`src/rtl/core/lzwd_pkg.sv`:
```
// Package: shared constants, types and state codes of the LZW decoder.
`default_nettype none

package lzwd_pkg;

   localparam int CODE_W        = 12;
   localparam int BYTE_W        = 8;
   localparam int LITERALS      = 256;
   localparam int DICT_SIZE_DEF = 4096;
   localparam int MAX_LEN_DEF   = 64;
   localparam int QUEUE_DEPTH   = 2;

   typedef enum logic [1:0] {
      STATUS_OK       = 2'd0,
      STATUS_TOO_HIGH = 2'd1,
      STATUS_TOO_LONG = 2'd2
   } lzwd_status_type;

   typedef enum logic [2:0] {
      ST_IDLE,
      ST_CHECK,
      ST_WALK,
      ST_PRIME,
      ST_EMIT,
      ST_ERR
   } lzwd_state_type;

   // One queued code, classified by the front end.
   typedef struct packed {
      logic [CODE_W-1:0] code;
      logic              start;
      logic              is_lit;
   } lzwd_item_type;

endpackage

`default_nettype wire

```
`src/rtl/core/lzwd_ifs.sv`:
```
// Interfaces: code request channel and decoded byte response channel.
`default_nettype none

interface lzwd_req_if;
   logic                         valid;
   logic                         ready;
   logic [lzwd_pkg::CODE_W-1:0]  code_in;
   logic                         stream_start;

   modport source (output valid, output code_in, output stream_start, input ready);
   modport sink   (input valid, input code_in, input stream_start, output ready);
endinterface


`default_nettype wire

```
`src/rtl/core/lzwd_front.sv`:
```
// Front end: takes code words, tags literals and queues them for the back end.
`default_nettype none

module lzwd_front (
   input  wire logic            clock,
   input  wire logic            reset,
   lzwd_req_if.sink             req_chan,
   output lzwd_pkg::lzwd_item_type head,
   output logic                 head_valid,
   input  wire logic            head_pop
);
   import lzwd_pkg::*;

   localparam int QW = (QUEUE_DEPTH > 1) ? $clog2(QUEUE_DEPTH) : 1;
   localparam int CW = $clog2(QUEUE_DEPTH + 1);

   lzwd_item_type     queue_mem [QUEUE_DEPTH];
   logic [QW-1:0]     wr_ptr_ff, wr_ptr_in;
   logic [QW-1:0]     rd_ptr_ff, rd_ptr_in;
   logic [CW-1:0]     count_ff, count_in;
   logic              push;
   logic              pop;
   lzwd_item_type     new_item;

   assign req_chan.ready = (count_ff != CW'(QUEUE_DEPTH));
   assign push           = req_chan.valid && req_chan.ready;
   assign pop            = head_pop && head_valid;
   assign head_valid     = (count_ff != '0);
   assign head           = queue_mem[rd_ptr_ff];

   always_comb begin
      new_item.code   = req_chan.code_in;
      new_item.start  = req_chan.stream_start;
      new_item.is_lit = (req_chan.code_in < CODE_W'(LITERALS));
   end

   always_comb begin
      wr_ptr_in = wr_ptr_ff;
      rd_ptr_in = rd_ptr_ff;
      count_in  = count_ff;
      if (push) begin
         wr_ptr_in = (wr_ptr_ff == QW'(QUEUE_DEPTH - 1)) ? '0 : wr_ptr_ff + 1'b1;
      end
      if (pop) begin
         rd_ptr_in = (rd_ptr_ff == QW'(QUEUE_DEPTH - 1)) ? '0 : rd_ptr_ff + 1'b1;
      end
      if (push && !pop) begin
         count_in = count_ff + 1'b1;
      end else if (pop && !push) begin
         count_in = count_ff - 1'b1;
      end
   end

   always_ff @(posedge clock) begin
      if (reset) begin
         wr_ptr_ff <= '0;
         rd_ptr_ff <= '0;
         count_ff  <= '0;
      end else begin
         wr_ptr_ff <= wr_ptr_in;
         rd_ptr_ff <= rd_ptr_in;
         count_ff  <= count_in;
      end
   end

   always_ff @(posedge clock) begin
      if (push) begin
         queue_mem[wr_ptr_ff] <= new_item;
      end
   end

endmodule

`default_nettype wire

```
`src/flat_wrapper.sv`:
```
// flat-port wrapper written by rule: the top's interface ports become plain ports
module lzwd_front_flat import lzwd_pkg::*;
  (clock, reset, head, head_valid, head_pop, req_chan_valid, req_chan_code_in, req_chan_stream_start, req_chan_ready);
  lzwd_req_if req_chan_i ();
  input  wire logic clock;
  input  wire logic reset;
  output lzwd_pkg::lzwd_item_type head;
  output logic head_valid;
  input  wire logic head_pop;
  input wire logic [$bits(req_chan_i.valid)-1:0] req_chan_valid;
  input wire logic [$bits(req_chan_i.code_in)-1:0] req_chan_code_in;
  input wire logic [$bits(req_chan_i.stream_start)-1:0] req_chan_stream_start;
  output wire logic [$bits(req_chan_i.ready)-1:0] req_chan_ready;
  assign req_chan_i.valid = req_chan_valid;
  assign req_chan_i.code_in = req_chan_code_in;
  assign req_chan_i.stream_start = req_chan_stream_start;
  assign req_chan_ready = req_chan_i.ready;
  lzwd_front u_core (.clock(clock), .reset(reset), .req_chan(req_chan_i), .head(head), .head_valid(head_valid), .head_pop(head_pop));
endmodule
```
`config.mk`:
```
export PLATFORM = sky130hd
export DESIGN_NAME = lzwd_front_flat
export DESIGN_NICKNAME = d
export VERILOG_FILES = /design/src/rtl/core/lzwd_pkg.sv /design/src/rtl/core/lzwd_ifs.sv /design/src/rtl/core/lzwd_front.sv /design/src/flat_wrapper.sv
export SDC_FILE = /design/constraint.sdc
export NUM_CORES = 1
export LEC_CHECK = 0
export ABC_AREA = 1
export ABC_CLOCK_PERIOD_IN_PS = 2100
export BUFFER_PORTS_ARGS = -buffer_cell sky130_fd_sc_hd__buf_4
export CAP_MARGIN = 30
export CELL_PAD_IN_SITES_DETAIL_PLACEMENT = 1
export CELL_PAD_IN_SITES_GLOBAL_PLACEMENT = 2
export CORE_UTILIZATION = 34
export CTS_CLUSTER_SIZE = 10
export DETAILED_ROUTE_END_ITERATION = 7
export PLACE_DENSITY = 0.72
export SYNTH_ARGS = -nofsm -noshare
export SYNTH_HDL_FRONTEND = slang
export SYNTH_SLANG_ARGS = --single-unit
```
`constraint.sdc`:
```
create_clock -name clock -period 2.1 [get_ports clock]
set_input_delay 0.315 -clock clock [delete_from_list [all_inputs] [get_ports clock]]
set_output_delay 0.315 -clock clock [all_outputs]
set_load 0.02 [all_outputs]
```
# [Yosys cells after proc, flatten, opt, wreduce, memory -nomap -nowiden]
# Memory sizes are Yosys's and may differ from the RTL's. A register that Yosys moved wholly into a read port is not among the register bits.
# Index checks and enable logic that the tools add are counted.
[word_totals] register_bits=4 latchBits=0 ramBits=28 rom_bits=0 out_inout_bits=16 elab_cells=26 memories=1
[op_classes] addsub=4 multipliers=0 div=0 magnitude_cmp=1 n_eq_ne=1 shifts=0 mux=8 n_bitwise=0 reduce_logical=8
[mem_list] memory="u_core.queue_mem" depth=2 width=14 rd=1 rd_ports_with_merged_regs=1 write_ports=1 line="lzwd_front.sv:17" text="lzwd_item_type queue_mem [QUEUE_DEPTH];"
[ops] operator="less-than comparator 12 x 9 -> 1 bit (second input constant)" n=1
[ops] operator="2-to-1 mux 1 bit" n=6
[ops] operator="logical AND 1 bit" n=4
[ops] operator="2-to-1 mux 2 bit" n=2
[ops] operator="nonzero test 2 bit" n=2
[ops] operator="adder 1 bit (second input constant)" n=2
[ops] operator="adder 2 x 1 -> 2 bit (second input constant)" n=1
[ops] operator="zero test 1 bit" n=2
[ops] operator="inequality test 2 bit (second input constant)" n=1
[ops] operator="subtractor 2 x 1 -> 2 bit (second input constant)" n=1

# [Depth between registers and ports, before layout]
[depth] word_depth=6 depth_mapped=11

# [Worst setup path before layout]
# OpenSTA, ideal clock, no wires.
[synth_path] path_kind="flip-flop to flip-flop" start="reg u_core.count_ff[0]" end="mem u_core.queue_mem[1][0] in the netlist's numbering (enable)" setup_time_ps=384 t_arrival_ps=1312 t_required_ps=1716 slack_ps=404 path_stages_with_launch=5 synth_period_minus_slack_ps=1696 path_cell_list="dfxtp_1 -> inv_1 -> nand2_1 -> nand2_1 -> nor2_1"
[synth_via] elab_chain_len=4
[synth_rtl] element="from (decl)" line="lzwd_front.sv:20" text="logic [CW-1:0] count_ff, count_in;"
[synth_rtl] element="from (signal assigned)" line="lzwd_front.sv:62" text="count_ff <= count_in;"
[synth_rtl] element="inequality test 2 bit" line="lzwd_front.sv:25" text="assign req_chan.ready = (count_ff != CW'(QUEUE_DEPTH));"
[synth_rtl] element="net req_chan_ready" line="flat_wrapper.sv:13" text="output wire logic [$bits(req_chan_i.ready)-1:0] req_chan_ready;"
[synth_rtl] element="logical AND 1 bit" line="lzwd_front.sv:26" text="assign push = req_chan.valid && req_chan.ready;"
[synth_rtl] element="2-to-1 mux 1 bit" line="lzwd_front.sv:67" text="if (push) begin"
[synth_rtl] element="2-to-1 mux 1 bit (not written as such)" line="lzwd_front.sv:68" text="queue_mem[wr_ptr_ff] <= new_item;"
[synth_rtl] element="to (decl)" line="lzwd_front.sv:17"
# The timed path passes the listed nets, and every way through them passes these cells.

==> impl_metrics.json <==
{
  "detail-route-antenna-nets": 0,
  "rr_startpoint": "u_core.count_ff[0]",
  "power_density_mw_per_mm2": 1243,
  "min_from": "req_chan_code_in[1]",
  "via_count": 767,
  "tritoncts": "yes",
  "path_buf_inv": 2,
  "final_util_pct": 48.53,
  "top_layer_used": "met4",
  "dr_wl_met2_um": 1142,
  "die-area_sq_mm": 0.003938,
  "worstPathCellList": "buf_4 -> mux2_2 -> buf_4",
  "status": "completed",
  "synth_area_sq_mm": 0.001255,
  "drt-total-wl_um": 2241,
  "ctsHoldBuffers": 0,
  "synth_cell_type_count": 13,
  "yosysSeqAreaShare_pct": 74.98,
  "rows": 21,
  "cp.depth": 3,
  "start_util_pct": 36.46,
  "synth_area_per_cell_sq_um": 15.49,
  "nets": 140,
  "clk_path_buf_depth": 2,
  "rsz0062_at_grt": "false",
  "area_growth_pct": 33.10,
  "max_stage_delay_ps": 370,
  "synth.area.top_cells": "edfxtp_1 67%, mux2_2 13%, dfxtp_1 8.0%",
  "worstSetupStartpointType": "register",
  "slew-limit-headroom_pct": 80.30,
  "synth_top_area_cell": "edfxtp_1",
  "cpMaxStageDelayCell": "mux2_2",
  "r2r_setup_slack_ps": 610,
  "grt_pass1_wl_um": 3705,
  "die_w_um": 62.76,
  "worst_r2r_path_depth": 10,
  "drc": 0,
  "ioPinCount": 33,
  "post-route-period-util_pct": 78.10,
  "cts_buffers": 5,
  "antenna_found_initial": 0,
  "grt_util_all_layers_pct": 13.02,
  "fin_tns_setup_ps": 0,
  "stdcell_count": 169,
  "wl_per_cell_um": 13.26,
  "maxSlewViolCount": 0,
  "power_leakage_nw": 0.6670,
  "dp_hpwl_um": 1606,
  "grt_max_degree": 15,
  "core_sq_mm": 0.003442,
  "synth_seq_cells": 33,
  "path_max_fanout": 14,
  "tightest_slew_ps": 292.8,
  "max_freq_mhz": 609.7,
  "dp_cells": 161,
  "yosys_warnings": 0,
  "diodes": 0,
  "clk_latency_ps": 270,
  "hp-class": "in -> reg",
  "holdWs_ps": 220.7,
  "cts_resized": 0,
  "rr_endpoint": "u_core.count_ff[1]",
  "drive_gt1_share_pct": 44.72,
  "setup_viol": 0,
  "path_common_cell": "buf_4",
  "path_delay_family": "buffers and inverters",
  "clock-root-buffer": "clkbuf_8",
  "clk_pin_slew_ps": 60,
  "crit_end": "head[5]",
  "fin_worst_skew_ps": 2.114,
  "cp.required_ps": 1780,
  "final_common_cell": "buf_4",
  "mostFrequentLayoutCells": "35 x buf_4, 28 x edfxtp_1, 14 x mux2_2",
  "min_period_ps": 1640,
  "worst_ep_arrival_time_ps": 1330,
  "ir_worst_vdd_v": 0.0004959,
  "first_pass_iters": 3,
  "met3_length_um": 137,
  "grt_pass1_vias": 781,
  "end_kind": "primary output",
  "clock_sinks": 33,
  "critical_path_class": "reg -> out",
  "synth_nets": 99,
  "die_h_um": 62.76,
  "grt.overflow.total": 0,
  "maxCapViolations": 0,
  "viasPerCell": 4.538,
  "syn_inst": 81,
  "finalHoldViolations": 0,
  "detail_route.iter0.violations": 13,
  "cts_max_level": 2,
  "gp_congestion": 0.7679,
  "port_buffers": 32,
  "synth_top_area_share_pct": 67.00,
  "power.total_mw": 2.076,
  "cts_setup_buffers": 0,
  "wl_met1_um": 923
}
==> worst reg2reg max path, delay by kind of cell (launching register included) <==
family	cells	cell delay, ps
adder cells (fa/ha/maj)	1	310
flip-flops	1	320
AND/OR/NAND/NOR	5	470
buffers and inverters	4	340
==> Yosys cell counts <==
cell,n
edfxtp_1,28
nand3_1,2
nand2_1,9
inv_1,8
dfxtp_1,5
nand4_1,1
nor2_1,7
a21oi_1,2
buf_6,1
o21ai_0,2
nor4_1,1
ha_1,1
mux2_2,14
==> sequential cells by signal, summed over array words and instances (netlist names), named ones only <==
signal	cells
u_core.queue_mem	28
u_core.count_ff	2
u_core.rd_ptr_ff	1
u_core.wr_ptr_ff	1
==> power breakdown <==
group	switching [mW]	leakage (nW)	internal (mW)
clock network	0.209	0.0528	0.350
logic	0.369	0.311	0.282
registers	0.0323	0.303	0.833
total	0.611	0.667	1.46
==> kinds of logic (layout without fill, tap and decap cells) <==
group                    Yosys count  in the layout  share of synthesized area [%]
flip-flops                        33             33                          74.98
AO/OA/AOI/OAI                      4              4                          1.595
multiplexers                      14             14                          12.56
AND/OR/NAND/NOR                   20             20                          6.581
adder cells (fa/ha/maj)            1              1                         0.9968
buffers and inverters              9             51                          3.290
==> routing by layer <==
layer	vias to the layer above	track usage [%]
li1	369	-
met1	370	14.35
met2	23	21.20
met3	5	6.022
met4	0	6.105
met5	-	0
==> worst min path at each step <==
stage	to	slack (ps)	depth (start not counted)
floorplan	u_core.queue_mem[0][10]	410	0
global placement	u_core.rd_ptr_ff	480	2
global route	u_core.queue_mem[1][8]	200	1
CTS	u_core.queue_mem[1][8]	210	1
detailed placement	u_core.queue_mem[1][3]	500	1
finish	u_core.queue_mem[0][3]	220	1
==> through the flow <==
step / instance area, sq um / setup WS [ps]
floorplan: 1255 / 403.6
global placement: 1564 / 723.2
detailed placement: 1564 / 646.3
CTS: 1670 / 439.7
global route: 1670 / 393.3
finish: 1670 / 459.9
==> cell type report <==
cell class / instances / area (sq um)
Tap cell: 46 / 57.56
Multi-Input combinational cell: 39 / 272.8
Inverter: 8 / 30.03
Timing Repair Buffer: 35 / 262.8
Clock buffer: 6 / 72.57
Sequential cell: 33 / 940.9
Fill cell: 363 / 1772
Clock inverter: 2 / 33.78
Power figures use the tool's default switching activity.
